[config.mk]
export PLATFORM = sky130hd
export DESIGN_NAME = swm_max_node
export DESIGN_NICKNAME = d
export VERILOG_FILES = /design/src/rtl/swm_pkg.sv /design/src/rtl/swm_max_node.sv
export SDC_FILE = /design/constraint.sdc
export NUM_CORES = 1
export LEC_CHECK = 0
export BUFFER_PORTS_ARGS = -buffer_cell sky130_fd_sc_hd__buf_2
export CAP_MARGIN = 20
export CORE_MARGIN = 5
export CORE_UTILIZATION = 50
export CTS_CLUSTER_SIZE = 28
export DETAILED_ROUTE_END_ITERATION = 10
export PLACE_DENSITY = 0.85
export SLEW_MARGIN = 10
export SYNTH_ARGS = -nofsm -noshare
export SYNTH_HDL_FRONTEND = slang
export SYNTH_SLANG_ARGS = --single-unit
[constraint.sdc]
create_clock -name clk -period 8.2 [get_ports clk]
set_input_delay 1.64 -clock clk [delete_from_list [all_inputs] [get_ports clk]]
set_output_delay 1.64 -clock clk [all_outputs]
set_load 0.005 [all_outputs]
[src/rtl/swm_pkg.sv]
package swm_pkg;

    localparam int WINDOW_MAX_DEF   = 64;
    localparam int SAMPLE_WIDTH_DEF = 32;
    localparam int CFG_WIDTH        = 7;

    localparam logic [CFG_WIDTH-1:0] WINDOW_SIZE_RESET = 7'd3;

    // per-cell control, one per accepted sample
    typedef struct packed {
        logic shift;
        logic clear;
    } cell_ctrl_t;

endpackage

[src/rtl/swm_max_node.sv]
module swm_max_node #(
    parameter int SAMPLE_WIDTH = swm_pkg::SAMPLE_WIDTH_DEF
) (
    input  logic                           clk,
    input  logic                           adv,
    input  logic                           a_vld,
    input  logic signed [SAMPLE_WIDTH-1:0] a_val,
    input  logic                           b_vld,
    input  logic signed [SAMPLE_WIDTH-1:0] b_val,
    output logic                           vld,
    output logic signed [SAMPLE_WIDTH-1:0] val
);

    logic                           vld_reg;
    logic                           vld_next;
    logic signed [SAMPLE_WIDTH-1:0] val_reg;
    logic signed [SAMPLE_WIDTH-1:0] val_next;

    always_comb
    begin
        vld_next = a_vld || b_vld;
        priority if (!a_vld)
        begin
            val_next = b_val;
        end
        else if (!b_vld)
        begin
            val_next = a_val;
        end
        else if (a_val >= b_val)
        begin
            val_next = a_val;
        end
        else
        begin
            val_next = b_val;
        end
    end

    always_ff @(posedge clk)
    begin
        if (adv)
        begin
            vld_reg <= vld_next;
            val_reg <= val_next;
        end
    end

    assign vld = vld_reg;
    assign val = val_reg;

endmodule

==> metrics.sh <==
CTS_RESIZED=0
POSTROUTEWIRELENGTH_MM=5.04
POST_SYNTH_INST_COUNT=185
TIMING.FINAL.CRIT_PERIOD_NS=4.19
FINAL_CORE_UTILIZATION_PCT=65.6
TIMING_WORST_SETUP_PATH_TYPE='in -> reg'
POST_SYNTH_FA_HA_MAJ_AREA_FRACTION_PCT=18.2
FIRST_PASS_GRT_WIRE_LENGTH_MM=8.18
CTS_HOLD_BUF=0
FOOTPRINT_OF_THE_MULTI_INPUT_GATES_SQ_UM=1050
FP.DIEW_UM=76.3
COREAREA_SQ_UM=4290
PRE_CTS_SETUP_SLACK_NS=3.68
SYNTH_TOP_AREA_SHARE_PCT=45.1
WORSTSETUPSTARTPOINTTYPE='input pin'
CTS.CLK_SLEW.WORST_PATHS_NS=0.07
GRT_MAX_DEGREE=34
FINALMAXSLEWVIOLATIONS=0
TOP_LEVEL_PORTS=101
CELLLEAKAGEPOWER_nW=1.39
SYNTH_TOP_FAMILY_BY_AREA='adder cells'
NUMBER_OF_GLOBAL_ROUTE_VIAS_BEFORE_REPAIR=1796
DRT-VIAS-PER-INSTANCE=5.06
MIN-DELAY-PATH-CLASS='in -> reg'
FINAL_HOLD_VIOL_COUNT=0
POST_SYNTH_AND_OR_NAND_NOR_AREA_FRACTION_PCT=5.58
H_TREE_DEPTH_REPORTED_BY_CTS=2
FINALSETUPTNS_NS=0
MAX_CAP_VIOL_COUNT=0
NUM-FILL-CELLS=365
ROOT_BUFFER='sky130_fd_sc_hd__clkbuf_8'
LARGEST_REGISTER_FF_COUNT=32
STDCELL_COUNT=342
TIMING.SLEW.HEADROOM_PCT=28.8
FF_LATCH_AREA_SQ_UM=991
SYNTH_XOR_AREA_SHARE_PCT=0
CTS_TREE='done'
FLOW.AREA_GROWTH_FROM_SYNTHESIS_PCT=28.2
POST_CTS_BUFFERS=0
DETAIL_ROUTE.WL_PER_CELL_UM=14.7
YOSYS_WARNINGS=0
TIMING.CRITICAL_PATH.CELLS='buf_2 -> inv_1 -> ha_1 -> nand2b_1 -> a2111o_1 -> a32oi_1 -> a31oi_1 -> a21oi_4 -> mux2_2'
YOSYS.CELL_TYPES.COUNT=25
WORSTPATHREQUIRED_NS=8.23
STARTING_DENSITY_OF_THE_CORE_PCT=51.1
SHARE_OF_THE_YOSYS_CHIP_AREA_BELONGING_TO_REGISTERS_PCT=45.1
IO_BUFFER_COUNT=100
SYNTH.MUX.AREA_FRACTION_PCT=16.4
TIMING.CRITICAL_PATH.SLOWEST_CELL_DELAY_NS=0.82
CLKSINKCOUNT=33
FIN_WS_NS=4.01
SYNTH.TOP_CELLS.BY_AREA='sky130_fd_sc_hd__edfxtp_1 (45%), sky130_fd_sc_hd__ha_1 (18%), sky130_fd_sc_hd__mux2_2 (16%)'
TIMING_WORST_SLEW_PIN_VALUE_NS=1.07
PLACE.DETAILED.HPWL_MM=4.05
STATUS='completed'
MAPPEDNETLISTNETS=285
SYNTH_COMPOUND_GATE_AREA_SHARE_PCT=7.46
ROUTABILITYCONGESTION=0.752
FINALCRITPERIODSHARE_PCT=51.1
POSTSYNTHREGISTERBITS=33
ANT_NETS=0
MAPPEDNETLISTAREA_SQ_UM=2200
PLACE_AREA_SQ_UM=2740
WORSTSETUPENDPOINTTYPE='register'
FIN_NETS=389
KIND_OF_CELL_WITH_THE_HIGHEST_COMBINED_DELAY_ON_THE_CRITICAL_PATH='compound AO/OA/AOI/OAI gates'
SETUP_VIOL=0
NUM_ANTENNA_CELLS=0
LEADING_CELL_TYPE_IN_THE_LAYOUT_FILL_AND_TAPS_EXCLUDED='sky130_fd_sc_hd__buf_2'
SYN_AVG_CELL_AREA_SQ_UM=11.9
DRT_ITER0_DRC=75
POWER_DENSITY_nW_PER_UM2=152
RSZ0062_AT_GRT='false'
ROUTED-VIA-COUNT=1730
FP.DIEAREA_SQ_UM=5820
GR-TOTAL-OVERFLOW=0
VDD_DROP_MAX_mV=0.0799
CORE.ROWCOUNT=24
WORST_HOLD_SLACK_NS=1.67
DIE_HEIGHT_UM=76.3
CP.BUFFERS_INVERTERS=2
LAYOUT-DRIVE-GT1-SHARE_PCT=47.6
CLOCK_TREE.BUFFER_DEPTH=2
FMAX_GHz=0.238
NUMBER_OF_CTS_INSERTED_BUFFERS=5
LAYOUT.CELLS.MOST_COMMON_LIST='sky130_fd_sc_hd__buf_2 (100), sky130_fd_sc_hd__inv_1 (33), sky130_fd_sc_hd__edfxtp_1 (33), sky130_fd_sc_hd__ha_1 (32), sky130_fd_sc_hd__mux2_2 (31)'
DRT_PASS1_ITERATIONS=4
POWER.TOTAL_mW=0.427
CRITICAL_PATH_PEAK_FANOUT=32
NETLIST.TOP_CELL.BY_AREA='sky130_fd_sc_hd__edfxtp_1'
POST-PLACE-CELLS=334
DRC_ERRORS=0
CRIT_SLOWEST_CELL='sky130_fd_sc_hd__a21oi_4'
FIN_AREA_SQ_UM=2820
GRT_ANTENNA_BEFORE_REPAIR=0
ARRIVAL_NS=4.22
GRT.TOTAL_USAGE_PCT=17.1
[cell type report]
| type | instances | area share [%] |
|---|---|---|
| clock buffers | 8 | 2.84 |
| flip-flops and latches | 33 | 35.2 |
| multi-input cells | 116 | 37.5 |
| inverters | 33 | 4.40 |
| well taps | 52 | 2.31 |
| repair buffers | 100 | 17.8 |
[Yosys cell counts (all sizes together)]
cell type   n
edfxtp     33
inv        33
ha         32
mux2       32
a21oi      14
nand2      11
o21ai       5
nand4       4
buf         3
a31oi       2
nand2b      2
nand3       2
nor2        2
a2111o      1
a2111oi     1
a21o        1
a2bb2oi     1
a32oi       1
and3b       1
nor3        1
nor4        1
o21a        1
or2         1
[per-layer routing]
metal  vias up  routed length (um)  GRT usage [%]
met5         -                   0              0
met4         0                  69           5.24
met3         6                 387           5.56
met2        58                2630           30.5
met1       790                1950           19.3
li1        876                   -              -
[power breakdown]
group / leakage [nW] / switching [mW] / internal, mW
Combinational: 1.03 / 0.0471 / 0.0519
Sequential: 0.323 / 0.00363 / 0.206
Clock: 0.0395 / 0.0576 / 0.0603
[path summary, 6_finish.rpt]
kind / from / end / cells past startpoint
worst min-delay path: b_vld / vld$_DFFE_PP_ / 2
worst max-delay path: a_val[0] / val[8]$_DFFE_PP_ / 9
[kinds of logic after synthesis]
group / count (synthesis)
multiplexers: 32
AO/OA/AOI/OAI: 27
flip-flops: 33
AND/OR/NAND/NOR: 25
adder cells (fa/ha/maj): 32
buffers and inverters: 36
(Power assumes the default switching activity.)
