## src/rtl/swm_pkg.sv

```systemverilog
package swm_pkg;

    localparam int WINDOW_MAX_DEF   = 64;
    localparam int SAMPLE_WIDTH_DEF = 32;
    localparam int CFG_WIDTH        = 7;

    localparam logic [CFG_WIDTH-1:0] WINDOW_SIZE_RESET = 7'd3;

    // per-cell control, one per accepted sample
    typedef struct packed {
        logic shift;
        logic clear;
    } cell_ctrl_t;

endpackage

```

## src/rtl/swm_cell.sv

```systemverilog
module swm_cell #(
    parameter int SAMPLE_WIDTH = swm_pkg::SAMPLE_WIDTH_DEF,
    parameter int KW           = 7,
    parameter int IDX          = 0
) (
    input  logic                           clk,
    input  logic                           rst_n,
    input  swm_pkg::cell_ctrl_t            ctrl,
    input  logic [KW-1:0]                  k,
    input  logic signed [SAMPLE_WIDTH-1:0] sample,
    input  logic                           prev_vld,
    input  logic signed [SAMPLE_WIDTH-1:0] prev_val,
    output logic                           vld,
    output logic signed [SAMPLE_WIDTH-1:0] val
);

    logic vld_reg;
    logic vld_next;
    logic signed [SAMPLE_WIDTH-1:0] val_reg;
    logic kill;

    // entry moving in has age IDX relative to the new sample
    assign kill     = ctrl.clear || (KW'(IDX) >= k) || (prev_val < sample);
    assign vld_next = prev_vld && !kill;

    always_ff @(posedge clk or negedge rst_n)
    begin
        if (!rst_n)
        begin
            vld_reg <= 1'b0;
        end
        else if (ctrl.shift)
        begin
            vld_reg <= vld_next;
        end
    end

    always_ff @(posedge clk)
    begin
        if (ctrl.shift)
        begin
            val_reg <= prev_val;
        end
    end

    assign vld = vld_reg;
    assign val = val_reg;

endmodule

```

## config.mk

```make
export PLATFORM = sky130hd
export DESIGN_NAME = swm_cell
export DESIGN_NICKNAME = d
export VERILOG_FILES = /design/src/rtl/swm_pkg.sv /design/src/rtl/swm_cell.sv
export SDC_FILE = /design/constraint.sdc
export NUM_CORES = 1
export LEC_CHECK = 0
export BUFFER_PORTS_ARGS = -buffer_cell sky130_fd_sc_hd__buf_4
export CAP_MARGIN = 20
export CORE_ASPECT_RATIO = 1.5
export CORE_MARGIN = 2
export CORE_UTILIZATION = 47
export CTS_CLUSTER_DIAMETER = 40
export CTS_CLUSTER_SIZE = 14
export DETAILED_ROUTE_END_ITERATION = 7
export GPL_ROUTABILITY_DRIVEN = 0
export GPL_TIMING_DRIVEN = 0
export MAX_ROUTING_LAYER = met4
export PLACE_DENSITY = 0.88
export SYNTH_ARGS = -nofsm -noshare
export SYNTH_HDL_FRONTEND = slang
export SYNTH_SLANG_ARGS = --single-unit
```

## constraint.sdc

```tcl
create_clock -name clk -period 1.14 [get_ports clk]
set_input_delay 0.057 -clock clk [delete_from_list [all_inputs] [get_ports clk]]
set_output_delay 0.057 -clock clk [all_outputs]
set_load 0.01 [all_outputs]
```

==> impl_metrics.tcl, run 1 <==
set metrics [dict create \
    synthTopCellsByCount "sky130_fd_sc_hd__edfxtp_1, sky130_fd_sc_hd__inv_1, sky130_fd_sc_hd__ha_1, sky130_fd_sc_hd__a21oi_1, sky130_fd_sc_hd__nand2_1" \
    synth_area_leader_cell "sky130_fd_sc_hd__edfxtp_1" \
    dr.pass1.iters 4 \
    cellLeakagePower_uw 0.00156 \
    drcViolationCount 0 \
    seq_area_frac_synth_pct 53.9 \
    worst-path-max-fanout 3 \
    fin_nets 412 \
    cts_tree "built" \
    worst-r2r-cell-count 2 \
    power_density_nw_per_um2 1060 \
    finish.cell_count_without_fillers 349 \
    place_hpwl_um 3780 \
    synth-edff-count 32 \
    reg2reg_setup_slack_ps 380 \
    drt.antenna.violating_nets 0 \
    vdd.ir_drop.worst_uv 888 \
    crit_path_max_incr_delay_ps 560 \
    largest_register_ff_count 32 \
    ys_async_sr_fraction_pct 3.03 \
    boundaryPins 109 \
    cts_root_buffer "sky130_fd_sc_hd__clkbuf_8" \
    floorplan.initialDensity_pct 49.2 \
    insertion_delay_ps 280 \
    run_status "finished, violations left" \
    ctsHtreeMaxLevel 2 \
    post_synth_num_cell_types 26 \
    fin_skew_ps 0 \
    setup_slack_after_layout_ps -639 \
    fmax_ghz 0.562 \
    finalHoldViolCount 0 \
    share_of_layout_cells_above_drive_strength_1_pct 47.4 \
    grt.overflow.total 0 \
    max_cap_viol_count 0 \
    ys_ff_latch 33 \
    cts_made_buffers 5 \
    slew_headroom_pct 68.4 \
    synth_top_area_share_pct 52.6 \
    critical_path.reg2reg.startpoint "vld" \
    grt_use_total_pct 32.2 \
    slew_worst_pin_ps 473 \
    slew_violations 0 \
    crit_path_cell_trace "buf_4, inv_2, ha_4, nand4_1, or4_4, or4_4, o22ai_4, a22oi_2, o221ai_2" \
    core_area_um2 3720 \
    placement_row_count 27 \
    cts.path.max_buffers 2 \
    fp.dieW_um 54.9 \
    placed_cells 304 \
    synth_nets 260 \
    worst_hold_path_type "in -> async" \
    grt_first_pass_wirelength_um 9660 \
    clk_transition_reported_paths_ps 60 \
    setup_viol_count_final 1 \
    crit_path_frequent_cell "sky130_fd_sc_hd__or4_4" \
    cp.arrival_ps 1970 \
    clkSinkCount 33 \
    final_min_period_over_clock_period_pct 156 \
    ys.warnings.count 0 \
    violations_in_the_final_reports "setup timing" \
    cp_max_delay_cell "sky130_fd_sc_hd__or4_4" \
    end_kind "flip-flop" \
    worst-endpoint-required_ps 1330 \
    fp.dieH_um 80.4 \
    maximum_number_of_pins_on_one_net_before_global_route_repair 35 \
    fin_total_pwr_uw 3560 \
    crit_path_start_kind "primary input" \
    detail_routed_net_length_per_standard_cell_um 20.8 \
    portBuffers 108 \
    synth_top_flop_cell "sky130_fd_sc_hd__edfxtp_1" \
    worstSetupPathType "in -> reg" \
    worstReg2RegEnd "vld" \
    timing.setup.tns_ps -639 \
    flow.area_growth_from_synthesis_pct 84.1 \
    rsz0062_at_grt "yes" \
    final.fill_count 145 \
    drt_iter0_drc 116 \
    num_antenna_cells 0 \
    post_synth_instance_area_um2 1830 \
    synthesis.instances 153 \
    post_synth_main_area_contributors "sky130_fd_sc_hd__edfxtp_1, sky130_fd_sc_hd__ha_1, sky130_fd_sc_hd__inv_1" \
    final_wl_um 7250 \
    min_period_ps 1780 \
    die_outline_area_um2 4410 \
    post_drt_via_cell_ratio 5.66 \
    synth_area_per_cell_um2 11.9 \
    via_count_of_the_first_global_routing_pass 2076 \
    grt_antenna_before_repair 0 \
    vias 1977 \
]
[repair_timing]
item,CTS,global route
endpoints found under the setup margin,1,1
hold endpoints to repair,33,0
buffers inserted,1,3
resized for setup,15,12
hold buffers,33,0
pin swaps,1,4
[layer usage]
metal | track usage, % | up-vias | routed length, um
met4 | 18.5 | 0 | 425
met5 | - | - | 0
li1 | - | 857 | -
met1 | 30.2 | 925 | 2360
met2 | 57.6 | 149 | 3950
met3 | 5.95 | 46 | 513
[placed cells by master (no fill, tap or decap), types with 2 or more instances in the layout]
master and instances:
sky130_fd_sc_hd__a21oi_1 13, sky130_fd_sc_hd__buf_4 108, sky130_fd_sc_hd__buf_6 4, sky130_fd_sc_hd__clkbuf_8 5, sky130_fd_sc_hd__dlygate4sd3_1 33, sky130_fd_sc_hd__edfxtp_1 32, sky130_fd_sc_hd__ha_1 19, sky130_fd_sc_hd__ha_4 12
sky130_fd_sc_hd__inv_1 25, sky130_fd_sc_hd__inv_2 7, sky130_fd_sc_hd__nand2_1 10, sky130_fd_sc_hd__nand2b_1 2, sky130_fd_sc_hd__nand3_1 2, sky130_fd_sc_hd__nand4_1 4, sky130_fd_sc_hd__nor2_1 2, sky130_fd_sc_hd__nor3_1 2
sky130_fd_sc_hd__nor4_1 2, sky130_fd_sc_hd__o21ai_0 5, sky130_fd_sc_hd__or4_4 2
[cells by family (layout without fill, tap and decap cells)]
logic type               Yosys count  in the layout  share of synthesized area (%)
flip-flops                        33             33                           53.9
AND/OR/NAND/NOR                   29             29                           8.56
adder cells (fa/ha/maj)           31             31                           21.2
buffers and inverters             32            185                           6.57
AO/OA/AOI/OAI                     28             28                           9.72
[critical path, delay by kind of cell]
kind | cells | cell delay (ps)
AO/OA/AOI/OAI | 3 | 310
adder cells (fa/ha/maj) | 1 | 290
buffers and inverters | 2 | 140
AND/OR/NAND/NOR | 3 | 1170
[area by class of cell]
type / count / area, um2 / share of cell area [%]
Clock inverter: 2 / 33.8 / 1.00
Timing Repair Buffer: 145 / 1190 / 35.2
Multi-Input combinational cell: 88 / 913 / 27.1
Tap cell: 43 / 53.8 / 1.60
Inverter: 32 / 120 / 3.57
Sequential cell: 33 / 986 / 29.3
Clock buffer: 6 / 72.6 / 2.16
[worst max-delay path by stage]
stage / endpoint / depth (start not counted) / from / slack, ps
6_report: vld / 9 / sample[27] / -640
3_3_place_gp: vld / 8 / prev_val[26] / -860
5_1_grt: vld / 9 / sample[21] / -680
2_1_floorplan: vld / 8 / sample[26] / -580
3_5_place_dp: vld / 8 / prev_val[25] / -880
4_1_cts: vld / 9 / sample[17] / -470
[report_power, final]
| group | internal (uW) | switching, uW |
|---|---|---|
| logic | 545 | 428 |
| clock network | 646 | 470 |
| registers | 1440 | 35.2 |
[per-stage QoR]
step                hold WS [ps]  util [%]  area, um2  setup slack, ps
floorplan                   -239         -       1870             -585
global placement            -168      73.5       2730             -856
detailed placement          -166      73.5       2730             -876
CTS                         97.1      88.0       3270             -470
global route                 153      90.6       3370             -675
finish                       175      90.6       3370             -639
Power figures use the tool's default switching activity.
==> inputs of run 2 (changes only) <==
--- a/config.mk
+++ b/config.mk
@@ -5,6 +5,7 @@
 export SDC_FILE = /design/constraint.sdc
 export NUM_CORES = 1
 export LEC_CHECK = 0
+export ABC_AREA = 1
 export BUFFER_PORTS_ARGS = -buffer_cell sky130_fd_sc_hd__buf_4
 export CAP_MARGIN = 20
 export CORE_ASPECT_RATIO = 1.5
@@ -16,7 +17,7 @@
 export GPL_ROUTABILITY_DRIVEN = 0
 export GPL_TIMING_DRIVEN = 0
 export MAX_ROUTING_LAYER = met4
-export PLACE_DENSITY = 0.88
+export PLACE_DENSITY = 0.87
 export SYNTH_ARGS = -nofsm -noshare
 export SYNTH_HDL_FRONTEND = slang
 export SYNTH_SLANG_ARGS = --single-unit
==> run 2 against run 1 <==
  * Highest routed layer unchanged
  * The run now ends clean
  * Synthesized cell count rose by 16%
  * Power is 8.2% lower
  * Largest cell class unchanged
  * Fmax up 60%
  * Final cell count is 6.3% higher
==> impl_metrics.tcl, run 2 <==
set metrics [dict create \
    portBuffers 108 \
    mostFrequentLayoutCells "sky130_fd_sc_hd__buf_4, sky130_fd_sc_hd__inv_1, sky130_fd_sc_hd__dlygate4sd3_1" \
    cellLeakagePower_uw 0.00164 \
    vias 1837 \
    grt.overflow.total 0 \
    core_area_um2 3890 \
    vdd.ir_drop.worst_uv 903 \
    cp_max_delay_cell "sky130_fd_sc_hd__ha_1" \
    cts_tree "built" \
    cp.arrival_ps 1280 \
    dr.pass1.iters 4 \
    synthesis.instances 177 \
    cts_root_buffer "sky130_fd_sc_hd__clkbuf_8" \
    critical_path.startpoint "sample[1]" \
    place_hpwl_um 3630 \
    post_drt_via_cell_ratio 4.95 \
    fmax_ghz 0.902 \
    final.fill_count 182 \
    finish.cell_count_without_fillers 371 \
    flow.area_growth_from_synthesis_pct 80.4 \
    grt_first_pass_wirelength_um 8380 \
    place_ws_ps -236 \
    crit_path_frequent_cell "sky130_fd_sc_hd__nand2_1" \
    slew_violations 0 \
    mostFrequentLayoutCell "sky130_fd_sc_hd__buf_4" \
    worstSetupPathType "in -> reg" \
    crit_cells 15 \
    post_synth_instance_area_um2 1890 \
    worst_path_dominant_cell_family "simple AND/OR/NAND/NOR gates" \
    share_of_layout_cells_above_drive_strength_1_pct 48.5 \
    postLayoutCoreUtil_pct 87.5 \
    ctsHtreeMaxLevel 2 \
    worst-endpoint-required_ps 1310 \
    clk_transition_reported_paths_ps 70 \
    grt_antenna_before_repair 0 \
    ys.warnings.count 0 \
    synth_top_flop_cell "sky130_fd_sc_hd__edfxtp_1" \
    synth-edff-count 32 \
    worst-path-max-fanout 2 \
    grt_use_total_pct 24.4 \
    fp.dieH_um 81.6 \
    maximum_number_of_pins_on_one_net_before_global_route_repair 35 \
    fin_nets 432 \
    area_used_by_multi_input_combinational_logic_um2 972 \
    crit_path_max_incr_delay_ps 280 \
    slew_headroom_pct 69.2 \
    end_kind "flip-flop" \
    setup_slack_after_layout_ps 31.4 \
    drcViolationCount 0 \
    worst-r2r-cell-count 2 \
    worst-path-buf-inv 2 \
    insertion_delay_ps 280 \
    cts_made_buffers 5 \
    synth_nets 284 \
    post_synth_main_area_contributors "sky130_fd_sc_hd__edfxtp_1, sky130_fd_sc_hd__ha_1, sky130_fd_sc_hd__inv_1" \
    slew_worst_pin_ps 462 \
    seq_area_frac_synth_pct 52.3 \
    placed_cells 330 \
    finalHoldViolCount 0 \
    detail_routed_net_length_per_standard_cell_um 15.9 \
    yosysMostFrequentCell "sky130_fd_sc_hd__inv_1" \
    final_min_period_over_clock_period_pct 97.2 \
    fp.dieW_um 55.7 \
    placement_row_count 28 \
    ys_ff_latch 33 \
    num_antenna_cells 0 \
    via_count_of_the_first_global_routing_pass 1904 \
    regArea_um2 986 \
    drt.antenna.violating_nets 0 \
    max_cap_viol_count 0 \
    power_density_nw_per_um2 961 \
    post_synth_num_cell_types 21 \
    ys_async_sr_fraction_pct 3.03 \
    clkSinkCount 33 \
    crit_path_cell_trace "buf_4, inv_1, ha_1, nand2_1, nand2_1, nand2_1, nand2_1, nand2_1, nand2_1, nand2_1, nand2_1, nand2_1, nand3_1, nand3_1, nand2_1" \
    synthTopCellsByCount "sky130_fd_sc_hd__inv_1, sky130_fd_sc_hd__edfxtp_1, sky130_fd_sc_hd__nand2_1, sky130_fd_sc_hd__ha_1, sky130_fd_sc_hd__a21oi_1" \
    cts.path.max_buffers 2 \
    critical_path.reg2reg.startpoint "vld" \
    min_period_ps 1110 \
    floorplan.initialDensity_pct 48.5 \
    boundaryPins 109 \
    die_outline_area_um2 4540 \
    final.hold.worst_slack_ps 84.9 \
    synth_area_per_cell_um2 10.7 \
    setup_viol_count_final 0 \
    synth_top_area_share_pct 51.0 \
    final_wl_um 5880 \
    run_status "completed" \
    rsz0062_at_grt "yes" \
    largest_register_ff_count 32 \
    crit_path_start_kind "primary input" \
    synth_area_leader_cell "sky130_fd_sc_hd__edfxtp_1" \
    worst_hold_path_type "in -> async" \
    drt_iter0_drc 58 \
    postCtsSetupBuffers 0 \
    fin_skew_ps 0 \
]
-- run 2: per-stage QoR --
stage	cell area (um2)	power (uW)	setup TNS [ps]
after floorplan	1910	1790	0
after global placement	2780	2190	-221
after detailed placement	2780	2230	-236
after CTS	3190	3160	0
after global routing	3400	3430	-105
final	3400	3270	0
-- run 2: path summary, 6_finish.rpt --
path | end | slack, ps
max | vld | 30
min | vld | 80
max reg2reg | vld | 530
min reg2reg | vld | 500
max in group asynchronous | vld | 980
min in group clk | vld | 150
-- run 2: where the power goes --
| group | internal [uW] | leakage (uW) | switching [uW] |
|---|---|---|---|
| Sequential | 1440 | 0.000327 | 32.5 |
| Clock | 434 | 0.0000395 | 412 |
| Combinational | 540 | 0.00127 | 412 |
-- run 2: cell type report --
| type | count | area share, % |
|---|---|---|
| Inverter | 41 | 4.53 |
| Sequential cell | 33 | 29.0 |
| Multi-Input combinational cell | 103 | 28.6 |
| Clock buffer | 8 | 2.35 |
| Tap cell | 45 | 1.66 |
| Timing Repair Buffer | 141 | 33.9 |
-- run 2: repair_timing --
action                                 4_1_cts  5_1_grt
endpoints found under the hold margin       33        0
hold buffers                                33        0
resized for setup                            0       34
setup endpoints to repair                    0        1
-- run 2: logic make-up (layout without fill, tap and decap cells) --
| group | count (synthesis) | count (layout) | share of synthesized area [%] |
|---|---|---|---|
| AO/OA/AOI/OAI | 21 | 21 | 6.70 |
| flip-flops | 33 | 33 | 52.3 |
| buffers and inverters | 41 | 190 | 8.16 |
| AND/OR/NAND/NOR | 51 | 51 | 12.3 |
| adder cells (fa/ha/maj) | 31 | 31 | 20.6 |
-- run 2: metal layers --
layer / up-vias / part of all wire, % / global-route usage, %
li1: 887 / - / -
met1: 853 / 34 / 23.8
met2: 85 / 58 / 49.4
met3: 12 / 6.1 / 4.25
met4: 0 / 1.8 / 5.85
met5: - / 0 / -
==> inputs of run 3 (changes only) <==
--- a/config.mk
+++ b/config.mk
@@ -18,6 +18,7 @@
 export GPL_TIMING_DRIVEN = 0
 export MAX_ROUTING_LAYER = met4
 export PLACE_DENSITY = 0.87
+export RECOVER_POWER = 100
 export SYNTH_ARGS = -nofsm -noshare
 export SYNTH_HDL_FRONTEND = slang
 export SYNTH_SLANG_ARGS = --single-unit
==> run 3 against run 2 <==
  * Global-route usage stayed put
  * Final cell count is the same
  * Register-to-register slack is essentially flat
  * Die area stayed put
  * Sequential share of layout area is 1.7 points higher
  * Count of clock-buffer cells in the layout did not move
  * Worst hold slack improved by 13 ps
  * Via count fell by 0.44%
  * Critical path depth stayed put
  * Sequential power about the same
  * Largest power group unchanged
==> impl_metrics.tcl, run 3 (synthesized netlist as in run 2, its figures left out) <==
set metrics [dict create \
    setup_viol_count_final 0 \
    slew_headroom_pct 40.1 \
    core_area_um2 3890 \
    rsz0062_at_grt "yes" \
    cts_root_buffer "sky130_fd_sc_hd__clkbuf_8" \
    ctsHtreeMaxLevel 2 \
    portBuffers 108 \
    crit_path_start_kind "primary input" \
    finalHoldViolCount 0 \
    placement_row_count 28 \
    vias 1829 \
    design_area_um2 3210 \
    via_count_of_the_first_global_routing_pass 1904 \
    final_min_period_over_clock_period_pct 97.5 \
    place_area_um2 2780 \
    cp.arrival_ps 1290 \
    vdd.ir_drop.worst_uv 903 \
    detail_routed_net_length_per_standard_cell_um 15.8 \
    dr.pass1.iters 4 \
    cts_tree "built" \
    cts_made_buffers 5 \
    cts.path.max_buffers 2 \
    share_of_layout_cells_above_drive_strength_1_pct 33.1 \
    flow.area_growth_from_synthesis_pct 70.3 \
    drcViolationCount 0 \
    fmax_ghz 0.900 \
    clk_transition_reported_paths_ps 70 \
    grt_antenna_before_repair 0 \
    fin_nets 432 \
    cellLeakagePower_uw 0.00145 \
    power_density_nw_per_um2 988 \
    largest_register_ff_count 32 \
    drt.antenna.violating_nets 0 \
    worst-path-max-fanout 2 \
    worst-r2r-cell-count 2 \
    postLayoutCoreUtil_pct 82.6 \
    postCtsSetupBuffers 0 \
    min_period_ps 1110 \
    die_outline_area_um2 4540 \
    place_ws_ps -236 \
    slew_violations 0 \
    mostFrequentLayoutCell "sky130_fd_sc_hd__clkbuf_1" \
    fp.dieW_um 55.7 \
    setup_slack_after_layout_ps 28.9 \
    max_cap_viol_count 0 \
    worst-endpoint-required_ps 1320 \
    worstSetupPathType "in -> reg" \
    run_status "completed" \
    final.hold.worst_slack_ps 98.3 \
    worst_hold_path_type "in -> async" \
    fin_skew_ps 0 \
    insertion_delay_ps 280 \
    boundaryPins 109 \
    mostFrequentLayoutCells "sky130_fd_sc_hd__clkbuf_1, sky130_fd_sc_hd__buf_4, sky130_fd_sc_hd__inv_1" \
    place_hpwl_um 3630 \
    slew_worst_pin_ps 899 \
    final_wl_um 5880 \
    post_drt_via_cell_ratio 4.93 \
    floorplan.initialDensity_pct 48.5 \
    end_kind "flip-flop" \
    grt_use_total_pct 24.4 \
    grt_first_pass_wirelength_um 8380 \
    fp.dieH_um 81.6 \
    num_antenna_cells 0 \
    clkSinkCount 33 \
    maximum_number_of_pins_on_one_net_before_global_route_repair 35 \
    grt.overflow.total 0 \
    drt_iter0_drc 56 \
]
==> run 3: changes by cell type in the layout (fill, tap and decap cells not counted), sizes merged <==
cell	change
buf	-63
clkbuf	+63
==> run 3: path summary, 6_finish.rpt <==
check | start | end | slack, ps
worst max-delay path | prev_val[1] | vld | 30
worst min-delay path | rst_n | vld | 100
worst max register to register | vld | vld | 530
worst min register to register | vld | vld | 490
max in group asynchronous | rst_n | vld | 960
min in group clk | ctrl[0] | vld | 140
==> run 3: metrics by stage <==
step | cells | TNS [ps] | power, uW
after floorplan | 177 | 0 | 1790
after CTS | 371 | 0 | 3160
after global placement | 330 | -221 | 2190
final | 371 | 0 | 3170
after detailed placement | 330 | -236 | 2230
after global routing | 371 | -111 | 3320
==> run 3: what timing repair did <==
action,4_1_cts,5_1_grt
setup endpoints to repair,0,1
hold endpoints to repair,33,0
gates resized for setup,0,34
hold buffers,33,0
==> run 3: routing by layer <==
layer,up-vias,GRT usage [%],routed length (um)
li1,887,-,-
met1,853,23.8,2090
met2,79,49.4,3380
met3,10,4.25,303
met4,0,5.85,94
met5,-,-,0
==> run 3: power by group <==
part,internal [uW],leakage [uW],switching (uW)
logic,439,0.00109,412
clock network,434,0.0000395,417
registers,1440,0.000327,30.4
total,2310,0.00145,860
==> run 3: layout make-up <==
| cell class | instances | area, um2 |
|---|---|---|
| Inverter | 41 | 154 |
| Tap cell | 45 | 56.3 |
| Clock buffer | 8 | 80.1 |
| Sequential cell | 33 | 986 |
| Multi-Input combinational cell | 103 | 972 |
| Timing Repair Buffer | 141 | 962 |
| Fill cell | 264 | 678 |
==> run 3: worst max-delay path: stages <==
cell	delay (ps)
sky130_fd_sc_hd__clkbuf_4	120
sky130_fd_sc_hd__ha_1	270
sky130_fd_sc_hd__nand2_1	60
sky130_fd_sc_hd__nand2_1	80
sky130_fd_sc_hd__nand2_1	60
sky130_fd_sc_hd__nand2_1	70
sky130_fd_sc_hd__nand2_1	60
sky130_fd_sc_hd__nand2_1	90
sky130_fd_sc_hd__nand2_1	50
sky130_fd_sc_hd__nand2_1	70
sky130_fd_sc_hd__nand2_1	70
sky130_fd_sc_hd__nand2_1	60
sky130_fd_sc_hd__nand2_1	50
sky130_fd_sc_hd__nand3_1	60
sky130_fd_sc_hd__nand2_1	60
